$ cat src/design/assert_macros.svh
// assertion macros shared by the blob centroid design
// depends on a clock named clock and a reset named reset in the including scope
`ifndef ASSERT_MACROS_SVH
`define ASSERT_MACROS_SVH

// property must hold at every clock edge outside reset
`define CBC_ASSERT(label, prop, msg) \
   label: assert property (@(posedge clock) disable iff (reset) (prop)) else $error(msg);

// antecedent implies consequent in the same cycle
`define CBC_ASSERT_IMP(label, ante, cons, msg) \
   label: assert property (@(posedge clock) disable iff (reset) (ante) |-> (cons)) \
      else $error(msg);

`endif

$ cat src/design/cbc_pkg.sv
// shared constants, codes and types of the blob centroid design
// no dependencies
`timescale 1ns / 1ps
`default_nettype none

package cbc_pkg;

   localparam int MAX_WIDTH  = 2048;
   localparam int MAX_HEIGHT = 2048;

   localparam int PIX_W   = 8;
   localparam int FW_W    = 12;
   localparam int COORD_W = 11;
   localparam int CNT_W   = 22;
   localparam int SUM_W   = 33;
   localparam int CLS_W   = 2;
   localparam int CSR_IDX_W = 2;

   localparam logic [CNT_W-1:0] COUNT_MAX = {CNT_W{1'b1}};

   // queue between front and back
   localparam int Q_DEPTH = 4;
   localparam int QPTR_W  = $clog2(Q_DEPTH);
   localparam int QCNT_W  = $clog2(Q_DEPTH + 1);

   // divider step counter
   localparam int DSTEP_W = $clog2(SUM_W);

   // pixel class codes
   localparam logic [CLS_W-1:0] CLS_NONE  = 2'd0;
   localparam logic [CLS_W-1:0] CLS_BLUE  = 2'd1;
   localparam logic [CLS_W-1:0] CLS_GREEN = 2'd2;

   // register indexes
   localparam logic [CSR_IDX_W-1:0] CSR_BLUE_LEVEL  = 2'd0;
   localparam logic [CSR_IDX_W-1:0] CSR_RED_LEVEL   = 2'd1;
   localparam logic [CSR_IDX_W-1:0] CSR_GREEN_LEVEL = 2'd2;
   localparam logic [CSR_IDX_W-1:0] CSR_FRAME_WIDTH = 2'd3;

   // one queued beat: recoloured pixel plus running totals, which are the frame totals on the last pixel
   typedef struct packed {
      logic [PIX_W-1:0] red;
      logic [PIX_W-1:0] green;
      logic [PIX_W-1:0] blue;
      logic [CLS_W-1:0] cls;
      logic             last;
      logic [CNT_W-1:0] b_cnt;
      logic [SUM_W-1:0] b_sx;
      logic [SUM_W-1:0] b_sy;
      logic [CNT_W-1:0] g_cnt;
      logic [SUM_W-1:0] g_sx;
      logic [SUM_W-1:0] g_sy;
   } entry_type;

   typedef struct packed {
      logic             start;
      logic [SUM_W-1:0] dividend;
      logic [CNT_W-1:0] divisor;
   } div_req_type;

   typedef struct packed {
      logic               done;
      logic [COORD_W-1:0] quotient;
   } div_rsp_type;

endpackage

`default_nettype wire

$ cat src/design/cbc_queue.sv
// short fifo of classified beats between front and back
// depends on cbc_pkg
`timescale 1ns / 1ps
`default_nettype none

module cbc_queue (
   input  wire logic               clock,
   input  wire logic               reset,
   input  wire logic               push,
   input  wire cbc_pkg::entry_type push_data,
   input  wire logic               pop,
   output logic                    full,
   output logic                    empty,
   output cbc_pkg::entry_type      head
);
   import cbc_pkg::*;

   entry_type         slot_ff [Q_DEPTH];
   logic [QPTR_W-1:0] wr_ptr_ff, wr_ptr_in;
   logic [QPTR_W-1:0] rd_ptr_ff, rd_ptr_in;
   logic [QCNT_W-1:0] fill_ff, fill_in;

   assign full  = (fill_ff == QCNT_W'(Q_DEPTH));
   assign empty = (fill_ff == '0);
   assign head  = slot_ff[rd_ptr_ff];

   // pointer and fill update
   always_comb begin
      wr_ptr_in = wr_ptr_ff;
      rd_ptr_in = rd_ptr_ff;
      fill_in   = fill_ff;
      if (push) begin
         wr_ptr_in = (wr_ptr_ff == QPTR_W'(Q_DEPTH - 1)) ? '0 : wr_ptr_ff + 1'b1;
      end
      if (pop) begin
         rd_ptr_in = (rd_ptr_ff == QPTR_W'(Q_DEPTH - 1)) ? '0 : rd_ptr_ff + 1'b1;
      end
      if (push && !pop) begin
         fill_in = fill_ff + 1'b1;
      end else if (pop && !push) begin
         fill_in = fill_ff - 1'b1;
      end
   end

   always_ff @(posedge clock) begin
      if (reset) begin
         wr_ptr_ff <= '0;
         rd_ptr_ff <= '0;
         fill_ff   <= '0;
      end else begin
         wr_ptr_ff <= wr_ptr_in;
         rd_ptr_ff <= rd_ptr_in;
         fill_ff   <= fill_in;
      end
   end

   // storage
   always_ff @(posedge clock) begin
      if (push) begin
         slot_ff[wr_ptr_ff] <= push_data;
      end
   end

endmodule

`default_nettype wire

$ cat src/design/cbc_front.sv
// front end: config registers, pixel classification, raster position and per-colour totals
// depends on cbc_pkg
`timescale 1ns / 1ps
`default_nettype none

module cbc_front (
   input  wire logic                              clock,
   input  wire logic                              reset,
   input  wire logic                              csr_valid,
   input  wire logic [cbc_pkg::CSR_IDX_W-1:0]     csr_index,
   input  wire logic [cbc_pkg::FW_W-1:0]          csr_data,
   input  wire logic                              accept,
   input  wire logic [cbc_pkg::PIX_W-1:0]         pix_red,
   input  wire logic [cbc_pkg::PIX_W-1:0]         pix_green,
   input  wire logic [cbc_pkg::PIX_W-1:0]         pix_blue,
   input  wire logic                              end_of_frame,
   output cbc_pkg::entry_type                     push_data
);
   import cbc_pkg::*;

   logic [PIX_W-1:0]   blue_level_ff, red_level_ff, green_level_ff;
   logic [FW_W-1:0]    frame_width_ff;
   logic [COORD_W-1:0] column_ff, column_in;
   logic [COORD_W-1:0] row_ff, row_in;
   logic [CNT_W-1:0]   b_cnt_ff, g_cnt_ff;
   logic [SUM_W-1:0]   b_sx_ff, b_sy_ff, g_sx_ff, g_sy_ff;
   logic [FW_W-1:0]    width_eff;
   logic [FW_W-1:0]    column_next;
   logic               is_blue, is_green, add_blue, add_green;
   entry_type          entry;

   // configuration writes
   always_ff @(posedge clock) begin
      if (reset) begin
         blue_level_ff  <= PIX_W'(130);
         red_level_ff   <= PIX_W'(120);
         green_level_ff <= PIX_W'(120);
         frame_width_ff <= FW_W'(640);
      end else if (csr_valid) begin
         case (csr_index)
            CSR_BLUE_LEVEL:  blue_level_ff  <= csr_data[PIX_W-1:0];
            CSR_RED_LEVEL:   red_level_ff   <= csr_data[PIX_W-1:0];
            CSR_GREEN_LEVEL: green_level_ff <= csr_data[PIX_W-1:0];
            CSR_FRAME_WIDTH: frame_width_ff <= csr_data;
            default: ;
         endcase
      end
   end

   // classification, strict compares
   assign is_blue  = (pix_blue > blue_level_ff) && (pix_red < red_level_ff) &&
                     (pix_green < green_level_ff);
   assign is_green = (pix_blue < blue_level_ff) && (pix_red < red_level_ff) &&
                     (pix_green > green_level_ff);
   assign add_blue  = is_blue && (b_cnt_ff != COUNT_MAX);
   assign add_green = is_green && (g_cnt_ff != COUNT_MAX);

   // clamped row width and raster position
   always_comb begin
      if (frame_width_ff == '0) begin
         width_eff = FW_W'(1);
      end else if (frame_width_ff > FW_W'(MAX_WIDTH)) begin
         width_eff = FW_W'(MAX_WIDTH);
      end else begin
         width_eff = frame_width_ff;
      end
      column_next = {{(FW_W-COORD_W){1'b0}}, column_ff} + 1'b1;
      column_in   = column_ff;
      row_in      = row_ff;
      if (end_of_frame) begin
         column_in = '0;
         row_in    = '0;
      end else if (column_next >= width_eff) begin
         column_in = '0;
         if (row_ff != COORD_W'(MAX_HEIGHT - 1)) begin
            row_in = row_ff + 1'b1;
         end
      end else begin
         column_in = column_next[COORD_W-1:0];
      end
   end

   // beat to the queue, totals include this pixel
   always_comb begin
      entry.red   = pix_red;
      entry.green = pix_green;
      entry.blue  = pix_blue;
      entry.cls   = CLS_NONE;
      if (is_blue) begin
         entry.red   = '0;
         entry.green = '0;
         entry.blue  = '1;
         entry.cls   = CLS_BLUE;
      end else if (is_green) begin
         entry.red   = '0;
         entry.green = '1;
         entry.blue  = '0;
         entry.cls   = CLS_GREEN;
      end
      entry.last  = end_of_frame;
      entry.b_cnt = b_cnt_ff;
      entry.b_sx  = b_sx_ff;
      entry.b_sy  = b_sy_ff;
      entry.g_cnt = g_cnt_ff;
      entry.g_sx  = g_sx_ff;
      entry.g_sy  = g_sy_ff;
      if (add_blue) begin
         entry.b_cnt = b_cnt_ff + 1'b1;
         entry.b_sx  = b_sx_ff + SUM_W'(column_ff);
         entry.b_sy  = b_sy_ff + SUM_W'(row_ff);
      end
      if (add_green) begin
         entry.g_cnt = g_cnt_ff + 1'b1;
         entry.g_sx  = g_sx_ff + SUM_W'(column_ff);
         entry.g_sy  = g_sy_ff + SUM_W'(row_ff);
      end
   end

   assign push_data = entry;

   // accumulators, cleared after the last pixel
   always_ff @(posedge clock) begin
      if (reset) begin
         column_ff <= '0;
         row_ff    <= '0;
         b_cnt_ff  <= '0;
         b_sx_ff   <= '0;
         b_sy_ff   <= '0;
         g_cnt_ff  <= '0;
         g_sx_ff   <= '0;
         g_sy_ff   <= '0;
      end else if (accept) begin
         column_ff <= column_in;
         row_ff    <= row_in;
         if (end_of_frame) begin
            b_cnt_ff <= '0;
            b_sx_ff  <= '0;
            b_sy_ff  <= '0;
            g_cnt_ff <= '0;
            g_sx_ff  <= '0;
            g_sy_ff  <= '0;
         end else begin
            b_cnt_ff <= entry.b_cnt;
            b_sx_ff  <= entry.b_sx;
            b_sy_ff  <= entry.b_sy;
            g_cnt_ff <= entry.g_cnt;
            g_sx_ff  <= entry.g_sx;
            g_sy_ff  <= entry.g_sy;
         end
      end
   end

endmodule

`default_nettype wire

$ cat src/design/cbc_div.sv
// restoring divider, one quotient bit per cycle, low coordinate bits returned
// depends on cbc_pkg
`timescale 1ns / 1ps
`default_nettype none

module cbc_div (
   input  wire logic                 clock,
   input  wire logic                 reset,
   input  wire cbc_pkg::div_req_type req,
   output cbc_pkg::div_rsp_type      rsp
);
   import cbc_pkg::*;

   logic               busy_ff, busy_in;
   logic               done_ff, done_in;
   logic [DSTEP_W-1:0] step_ff, step_in;
   logic [CNT_W-1:0]   rem_ff, rem_in;
   logic [SUM_W-1:0]   work_ff, work_in;
   logic [CNT_W-1:0]   divisor_ff, divisor_in;
   logic [CNT_W:0]     trial;
   logic [CNT_W+1:0]   diff;
   logic               fits;

   // one trial subtract per step
   assign trial = {rem_ff, work_ff[SUM_W-1]};
   assign diff  = {1'b0, trial} - {2'b00, divisor_ff};
   assign fits  = !diff[CNT_W+1];

   always_comb begin
      busy_in    = busy_ff;
      done_in    = 1'b0;
      step_in    = step_ff;
      rem_in     = rem_ff;
      work_in    = work_ff;
      divisor_in = divisor_ff;
      if (req.start) begin
         busy_in    = 1'b1;
         step_in    = '0;
         rem_in     = '0;
         work_in    = req.dividend;
         divisor_in = req.divisor;
      end else if (busy_ff) begin
         rem_in  = fits ? diff[CNT_W-1:0] : trial[CNT_W-1:0];
         work_in = {work_ff[SUM_W-2:0], fits};
         step_in = step_ff + 1'b1;
         if (step_ff == DSTEP_W'(SUM_W - 1)) begin
            busy_in = 1'b0;
            done_in = 1'b1;
         end
      end
   end

   always_ff @(posedge clock) begin
      if (reset) begin
         busy_ff <= 1'b0;
         done_ff <= 1'b0;
         step_ff <= '0;
      end else begin
         busy_ff <= busy_in;
         done_ff <= done_in;
         step_ff <= step_in;
      end
   end

   always_ff @(posedge clock) begin
      rem_ff     <= rem_in;
      work_ff    <= work_in;
      divisor_ff <= divisor_in;
   end

   assign rsp.done     = done_ff;
   assign rsp.quotient = work_ff[COORD_W-1:0];

endmodule

`default_nettype wire

$ cat src/design/cbc_back.sv
// back end: centroid sequencing over the shared divider and the result register
// depends on cbc_pkg
`timescale 1ns / 1ps
`default_nettype none

module cbc_back (
   input  wire logic                          clock,
   input  wire logic                          reset,
   input  wire logic                          q_empty,
   input  wire cbc_pkg::entry_type            q_head,
   output logic                               q_pop,
   output cbc_pkg::div_req_type               div_req,
   input  wire cbc_pkg::div_rsp_type          div_rsp,
   output logic                               rsp_valid,
   input  wire logic                          rsp_ready,
   output logic [cbc_pkg::PIX_W-1:0]          rsp_out_red,
   output logic [cbc_pkg::PIX_W-1:0]          rsp_out_green,
   output logic [cbc_pkg::PIX_W-1:0]          rsp_out_blue,
   output logic [cbc_pkg::CLS_W-1:0]          rsp_pixel_class,
   output logic                               rsp_frame_done,
   output logic                               rsp_blue_found,
   output logic [cbc_pkg::COORD_W-1:0]        rsp_blue_x,
   output logic [cbc_pkg::COORD_W-1:0]        rsp_blue_y,
   output logic                               rsp_green_found,
   output logic [cbc_pkg::COORD_W-1:0]        rsp_green_x,
   output logic [cbc_pkg::COORD_W-1:0]        rsp_green_y
);
   import cbc_pkg::*;

   localparam logic [1:0] ST_IDLE  = 2'd0;
   localparam logic [1:0] ST_START = 2'd1;
   localparam logic [1:0] ST_WAIT  = 2'd2;
   localparam logic [1:0] ST_LOAD  = 2'd3;

   // quotient order: blue x, blue y, green x, green y
   localparam logic [1:0] QI_BLUE_X  = 2'd0;
   localparam logic [1:0] QI_BLUE_Y  = 2'd1;
   localparam logic [1:0] QI_GREEN_X = 2'd2;
   localparam logic [1:0] QI_GREEN_Y = 2'd3;

   logic [1:0]         state_ff, state_in;
   logic [1:0]         idx_ff, idx_in;
   logic [COORD_W-1:0] quot_ff [4];
   logic               valid_ff, valid_in;
   logic               out_free;
   logic               load_out;
   logic               b_found, g_found;

   assign out_free = !valid_ff || rsp_ready;
   assign b_found  = (q_head.b_cnt != '0);
   assign g_found  = (q_head.g_cnt != '0);

   // operand select for the divider
   always_comb begin
      div_req.start    = (state_ff == ST_START);
      div_req.dividend = q_head.b_sx;
      div_req.divisor  = q_head.b_cnt;
      case (idx_ff)
         QI_BLUE_X: begin
            div_req.dividend = q_head.b_sx;
            div_req.divisor  = q_head.b_cnt;
         end
         QI_BLUE_Y: begin
            div_req.dividend = q_head.b_sy;
            div_req.divisor  = q_head.b_cnt;
         end
         QI_GREEN_X: begin
            div_req.dividend = q_head.g_sx;
            div_req.divisor  = q_head.g_cnt;
         end
         QI_GREEN_Y: begin
            div_req.dividend = q_head.g_sy;
            div_req.divisor  = q_head.g_cnt;
         end
         default: ;
      endcase
   end

   // sequencer
   always_comb begin
      state_in = state_ff;
      idx_in   = idx_ff;
      load_out = 1'b0;
      case (state_ff)
         ST_IDLE: begin
            if (!q_empty) begin
               if (q_head.last) begin
                  idx_in   = QI_BLUE_X;
                  state_in = ST_START;
               end else if (out_free) begin
                  load_out = 1'b1;
               end
            end
         end
         ST_START: begin
            state_in = ST_WAIT;
         end
         ST_WAIT: begin
            if (div_rsp.done) begin
               if (idx_ff == QI_GREEN_Y) begin
                  state_in = ST_LOAD;
               end else begin
                  idx_in   = idx_ff + 1'b1;
                  state_in = ST_START;
               end
            end
         end
         ST_LOAD: begin
            if (out_free) begin
               load_out = 1'b1;
               state_in = ST_IDLE;
            end
         end
         default: state_in = ST_IDLE;
      endcase
      valid_in = valid_ff;
      if (load_out) begin
         valid_in = 1'b1;
      end else if (rsp_ready) begin
         valid_in = 1'b0;
      end
   end

   assign q_pop = load_out;

   always_ff @(posedge clock) begin
      if (reset) begin
         state_ff <= ST_IDLE;
         idx_ff   <= QI_BLUE_X;
         valid_ff <= 1'b0;
      end else begin
         state_ff <= state_in;
         idx_ff   <= idx_in;
         valid_ff <= valid_in;
      end
   end

   // quotient capture
   always_ff @(posedge clock) begin
      if (state_ff == ST_WAIT && div_rsp.done) begin
         quot_ff[idx_ff] <= div_rsp.quotient;
      end
   end

   // result register
   always_ff @(posedge clock) begin
      if (load_out) begin
         rsp_out_red     <= q_head.red;
         rsp_out_green   <= q_head.green;
         rsp_out_blue    <= q_head.blue;
         rsp_pixel_class <= q_head.cls;
         rsp_frame_done  <= q_head.last;
         rsp_blue_found  <= q_head.last && b_found;
         rsp_green_found <= q_head.last && g_found;
         rsp_blue_x      <= (q_head.last && b_found) ? quot_ff[QI_BLUE_X] : '0;
         rsp_blue_y      <= (q_head.last && b_found) ? quot_ff[QI_BLUE_Y] : '0;
         rsp_green_x     <= (q_head.last && g_found) ? quot_ff[QI_GREEN_X] : '0;
         rsp_green_y     <= (q_head.last && g_found) ? quot_ff[QI_GREEN_Y] : '0;
      end
   end

   assign rsp_valid = valid_ff;

endmodule

`default_nettype wire

$ cat src/design/color_blob_centroid_core.sv
// an ordinary pixel passes through the queue and the result register to rsp; throughput 1
// pixel/cycle unless rsp_ready is low or a frame's divisions hold the queue; last pixel of
// a frame: four serial divisions on one restoring divider; meanwhile the 4-deep queue takes
// up to three more pixels, then req_ready stays low until the frame result leaves the queue
// reset (synchronous): thresholds 130/120/120, width 640, position and totals cleared,
// queue and result register empty; no clearing pass
`timescale 1ns / 1ps
`default_nettype none

`include "assert_macros.svh"

module color_blob_centroid_core (
   input  wire logic                          clock,
   input  wire logic                          reset,
   input  wire logic                          csr_valid,
   output logic                               csr_ready,
   input  wire logic [cbc_pkg::CSR_IDX_W-1:0] csr_index,
   input  wire logic [cbc_pkg::FW_W-1:0]      csr_data,
   input  wire logic                          req_valid,
   output logic                               req_ready,
   input  wire logic [cbc_pkg::PIX_W-1:0]     req_pix_red,
   input  wire logic [cbc_pkg::PIX_W-1:0]     req_pix_green,
   input  wire logic [cbc_pkg::PIX_W-1:0]     req_pix_blue,
   input  wire logic                          req_end_of_frame,
   output logic                               rsp_valid,
   input  wire logic                          rsp_ready,
   output logic [cbc_pkg::PIX_W-1:0]          rsp_out_red,
   output logic [cbc_pkg::PIX_W-1:0]          rsp_out_green,
   output logic [cbc_pkg::PIX_W-1:0]          rsp_out_blue,
   output logic [cbc_pkg::CLS_W-1:0]          rsp_pixel_class,
   output logic                               rsp_frame_done,
   output logic                               rsp_blue_found,
   output logic [cbc_pkg::COORD_W-1:0]        rsp_blue_x,
   output logic [cbc_pkg::COORD_W-1:0]        rsp_blue_y,
   output logic                               rsp_green_found,
   output logic [cbc_pkg::COORD_W-1:0]        rsp_green_x,
   output logic [cbc_pkg::COORD_W-1:0]        rsp_green_y
);
   import cbc_pkg::*;

   logic        accept;
   logic        q_full, q_empty, q_pop;
   entry_type   push_data, q_head;
   div_req_type div_req;
   div_rsp_type div_rsp;
   logic        mid_frame_beat, centroid_clear, blue_beat, blue_pure;

   // handshakes
   assign csr_ready = 1'b1;
   assign req_ready = !q_full;
   assign accept    = req_valid && req_ready;

   cbc_front u_front (
      .clock        (clock),
      .reset        (reset),
      .csr_valid    (csr_valid),
      .csr_index    (csr_index),
      .csr_data     (csr_data),
      .accept       (accept),
      .pix_red      (req_pix_red),
      .pix_green    (req_pix_green),
      .pix_blue     (req_pix_blue),
      .end_of_frame (req_end_of_frame),
      .push_data    (push_data)
   );

   cbc_queue u_queue (
      .clock     (clock),
      .reset     (reset),
      .push      (accept),
      .push_data (push_data),
      .pop       (q_pop),
      .full      (q_full),
      .empty     (q_empty),
      .head      (q_head)
   );

   cbc_div u_div (
      .clock (clock),
      .reset (reset),
      .req   (div_req),
      .rsp   (div_rsp)
   );

   cbc_back u_back (
      .clock           (clock),
      .reset           (reset),
      .q_empty         (q_empty),
      .q_head          (q_head),
      .q_pop           (q_pop),
      .div_req         (div_req),
      .div_rsp         (div_rsp),
      .rsp_valid       (rsp_valid),
      .rsp_ready       (rsp_ready),
      .rsp_out_red     (rsp_out_red),
      .rsp_out_green   (rsp_out_green),
      .rsp_out_blue    (rsp_out_blue),
      .rsp_pixel_class (rsp_pixel_class),
      .rsp_frame_done  (rsp_frame_done),
      .rsp_blue_found  (rsp_blue_found),
      .rsp_blue_x      (rsp_blue_x),
      .rsp_blue_y      (rsp_blue_y),
      .rsp_green_found (rsp_green_found),
      .rsp_green_x     (rsp_green_x),
      .rsp_green_y     (rsp_green_y)
   );

   // checks
   assign mid_frame_beat = rsp_valid && !rsp_frame_done;
   assign centroid_clear = !rsp_blue_found && !rsp_green_found &&
                           (rsp_blue_x == '0) && (rsp_blue_y == '0) &&
                           (rsp_green_x == '0) && (rsp_green_y == '0);
   assign blue_beat      = rsp_valid && (rsp_pixel_class == CLS_BLUE);
   assign blue_pure      = (rsp_out_red == '0) && (rsp_out_green == '0) && (rsp_out_blue == '1);

   `CBC_ASSERT_IMP(a_div_only_on_last, div_req.start, !q_empty && q_head.last, "stray divider start")
   `CBC_ASSERT_IMP(a_quiet_mid_frame, mid_frame_beat, centroid_clear, "centroid set mid-frame")
   `CBC_ASSERT_IMP(a_blue_recolour, blue_beat, blue_pure, "blue class pixel not pure blue")
   `CBC_ASSERT(a_no_pop_empty, !(q_pop && q_empty), "queue popped while empty")

endmodule

`default_nettype wire

$ cat config.mk
export PLATFORM = sky130hd
export DESIGN_NAME = color_blob_centroid_core
export DESIGN_NICKNAME = d
export VERILOG_FILES = /design/src/design/cbc_pkg.sv /design/src/design/cbc_queue.sv /design/src/design/cbc_front.sv /design/src/design/cbc_div.sv /design/src/design/cbc_back.sv /design/src/design/color_blob_centroid_core.sv
export VERILOG_INCLUDE_DIRS = /design/src /design/src/design
export SDC_FILE = /design/constraint.sdc
export NUM_CORES = 2
export LEC_CHECK = 0
export BUFFER_PORTS_ARGS = -buffer_cell sky130_fd_sc_hd__buf_2
export CAP_MARGIN = 20
export CELL_PAD_IN_SITES_DETAIL_PLACEMENT = 0
export CELL_PAD_IN_SITES_GLOBAL_PLACEMENT = 1
export CORE_ASPECT_RATIO = 0.5
export CORE_MARGIN = 8
export CORE_UTILIZATION = 30
export CTS_CLUSTER_DIAMETER = 200
export CTS_CLUSTER_SIZE = 30
export DETAILED_ROUTE_END_ITERATION = 6
export PLACE_DENSITY_LB_ADDON = 0.1
export SLEW_MARGIN = 25
export SYNTH_ARGS = -nofsm -noshare
export SYNTH_HDL_FRONTEND = slang
export SYNTH_SLANG_ARGS = --single-unit
$ cat constraint.sdc
create_clock -name clock -period 8.45 [get_ports clock]
set_input_delay 2.1125 -clock clock [delete_from_list [all_inputs] [get_ports clock]]
set_output_delay 2.1125 -clock clock [all_outputs]
set_load 0.005 [all_outputs]
==> impl_metrics.csv <==
group,metric,value,unit
synth,synth-seq-cells,1262,
worst_setup_path,critPathLaunchType,"primary input",
clock_network,ctsResizeCount,0,
synth,syn_inst,3923,
power_and_ir_drop,p_leak,0.01993,µW
synth,synth_edf_count,984,
sta,worstMarginPinSlew,1082,ps
synth,synth_area_leaders,"edfxtp_1 54%, dfxtp_1 10%, mux4_2 8.3%",
clock_network,cts-root-buf,"clkbuf_16",
outcome,status,"completed",
synth,synth_top_cell_by_area,"edfxtp_1",
route,num_vias,33095,
synth,ys.flop_type,"edfxtp_1",
sta,fin_crit_sh,65.80,%
sta,hold_violations,0,
clock_network,post_cts_buffers,0,
route,drc,0,
layout,drive_gt1_share,13.23,%
worst_setup_path,worst-path-buf-inv,2,
synth,synth_nets,4096,
min_path,hp-class,"flip-flop to flip-flop",
clock_network,clk_pin_slew,120,ps
worst_setup_path,required,8920,ps
sta,report.final.slew_viol_count,0,
route,drt_first_pass_iters,6,
floorplanning,die_h,318.5,µm
floorplanning,dieWidth,621.0,µm
floorplanning,initial_utilization,30.08,%
job,maxCapViolCount,0,
grt,antenna_found_initial,18,
floorplanning,core-area,0.1825,mm²
worst_setup_path,worst_path_max_delay_cell,"or3_2",
placed_design,portBuffers,118,
route,avgRoutedWirePerCell,24.59,µm
sta,slew_headroom,27.12,%
sta,holdWs,474.1,ps
clock_network,cts_buffer_depth,3,
clock_network,numCtsBuffers,48,
floorplanning,die_area,0.1978,mm²
synth,synth_seq_area_share,63.96,%
sta,fin_skew,70.38,ps
worst_setup_path,slowest_delay,870,ps
sta,grt_setup_unrepaired,"no",
sta,finalSetupViolations,0,
synth,async_flop_share,0,%
layout,stdcell_area,0.05981,mm²
clock_network,clock_sinks,1262,
synth,synth_area,0.05490,mm²
worst_setup_path,critical-path-top-delay-family,"simple AND/OR/NAND/NOR gates",
worst_setup_path,crit_arrival,6030,ps
synth,synth_area_per_cell,13.99,µm²
clock_network,htreeDepth,2,
route,drt-initial-drc-count,2625,
route,route.final.wire_length,157600,µm
worst_setup_path,worstPathMaxFanout,25,
grt,grtUsageTotal,15.46,%
layout,nets,4101,
clock_network,ctsHoldBuffers,0,
layout,areaGrowthSynthToFinish,8.948,%
grt,grt_max_degree,108,
worst_setup_path,crit_type,"primary input to flip-flop",
grt,grt_pass1_wl,229100,µm
floorplanning,pin_count,120,
floorplanning,num_rows,111,
grt,grt_overflow,0,
synth,netlist.area_leader.share,53.82,%
worst_setup_path,r2r_slack,4090,ps
clock_network,tritoncts,"yes",
placed_design,dpl-instance-area,0.05836,mm²
route,routed_via_density,5.165,
worst_setup_path,end_kind,"flip-flop",
placed_design,place_hpwl,99070,µm
sta,timing.setup.tns,0,ps
synth,synth_cell_types,86,
route,drtAntennaViolNets,0,
power_and_ir_drop,power_density,247.9,mW/mm²
placed_design,gp_congestion,0.7441,
sta,fmax,179.8,MHz
clock_network,clk-insertion-delay-late,700,ps
grt,grt_pass1_vias,33107,
sta,period_minus_slack,5561,ps
worst_setup_path,cp_cell_sequence,"buf_2 -> ha_1 -> a21o_1 -> a221o_1 -> a221oi_2 -> nand2b_1 -> or3_2 -> buf_4 -> nor3_2 -> nand2_1 -> xnor2_1",
synth,ys.warnings.count,0,
power_and_ir_drop,ir_worst_vdd,153.6,µV
sequential cells by signal, summed over array words and instances (netlist names), 33 cells and up, named ones only:
name,flops
u_front.b_sx_ff,33
u_front.g_sy_ff,33
u_front.b_sy_ff,33
u_back.quot_ff,44
u_div.work_ff,33
u_front.g_sx_ff,33
u_queue.slot_ff,812
metrics by stage:
| stage | util [%] | total power (µW) | cells | setup WS, ps |
|---|---|---|---|---|
| after floorplan | - | 10580 | 3923 | 1061 |
| after global placement | 31.98 | 11980 | 6307 | 2214 |
| after detailed placement | 31.98 | 12000 | 6307 | 2151 |
| after CTS | 32.76 | 15120 | 6397 | 2899 |
| after global routing | 32.77 | 15610 | 6401 | 2649 |
| final | 32.77 | 14830 | 6407 | 2889 |
layer usage:
layer	wire [µm]	part of all wire (%)	GRT usage, %
met1	75820	48	22.50
met2	71580	45	24.78
met4	2838	1.8	2.740
met3	7046	4.5	2.126
met5	267	0.17	0
cells in the mapped netlist (28+ instances only):
cell type and number:
xnor2_1 130, mux2_2 32, buf_2 46, a31oi_1 71, edfxtp_1 984, nand3_1 100, a222oi_1 33, or4_1 32
ha_1 123, inv_1 103, and2_1 61, nand4_1 36, o31ai_1 51, dfxtp_1 278, o211ai_1 33, o21ai_0 193
a22o_1 61, xor2_1 64, mux4_2 203, nand2_1 352, nor2_1 195, a21oi_1 141, clkbuf_1 154, nor3_1 33
mux2i_1 28, a21o_1 32, and3_1 64
where the power goes:
part / switching (µW) / internal [µW] / total, µW
Combinational: 2310 / 1550 / 3850
Clock: 1960 / 1130 / 3100
Sequential: 329 / 7550 / 7880
Total: 4600 / 10200 / 14800
worst register-to-register path, delay by kind of cell, from the launching register on:
kind | cells | cell delay (ps)
flops | 1 | 340
xor+xnor | 1 | 320
buf+inv | 2 | 420
simple gates | 5 | 2120
compound gates | 2 | 670
fa+ha+maj | 1 | 290
cell usage in the layout, fill, tap and decap left out, types with 32 or more instances in the layout:
cell type / Yosys / layout
a21o_1: 32 / 32
a21oi_1: 141 / 141
a222oi_1: 33 / 33
a22o_1: 61 / 61
a31oi_1: 71 / 71
and2_1: 61 / 61
and3_1: 64 / 60
buf_2: 46 / 117
buf_4: 7 / 52
clkbuf_1: 154 / 38
clkbuf_16: 0 / 49
dfxtp_1: 278 / 276
edfxtp_1: 984 / 984
ha_1: 123 / 118
inv_1: 103 / 103
mux2_2: 32 / 32
mux4_2: 203 / 203
nand2_1: 352 / 347
nand3_1: 100 / 100
nand4_1: 36 / 36
nor2_1: 195 / 192
nor3_1: 33 / 32
o211ai_1: 33 / 33
o21ai_0: 193 / 193
o31ai_1: 51 / 51
or4_1: 32 / 32
xnor2_1: 130 / 130
xor2_1: 64 / 64
cell type report:
class,instances,area (µm²)
tap,2429,3039
fill,17863,122700
clock buffer,87,1369
multi-input combinational,2331,18630
sequential,1262,35120
timing repair buffer,180,1187
inverter,105,394.1
clock inverter,3,47.55
antenna,10,25.02
final timing paths:
check	cells after the start	from	to
worst max-delay path	11	req_pix_blue[2]	u_queue.slot_ff[2][15]
worst min register to register	2	u_front.green_level_ff[0]	u_front.green_level_ff[0]
worst min-delay path	2	u_front.green_level_ff[0]	u_front.green_level_ff[0]
worst max register to register	11	u_front.blue_level_ff[3]	u_queue.slot_ff[2][15]
kinds of logic after synthesis:
| kind of cell | count (synthesis) | synth area share [%] |
|---|---|---|
| compound gates | 765 | 9.351 |
| xor+xnor | 194 | 3.095 |
| fa+ha+maj | 129 | 3.022 |
| buf+inv | 330 | 2.411 |
| flops | 1262 | 63.96 |
| mux | 263 | 9.495 |
| other cells | 1 | 0.006831 |
| simple gates | 979 | 8.658 |
No activity file was read; power rests on OpenSTA's default activity.
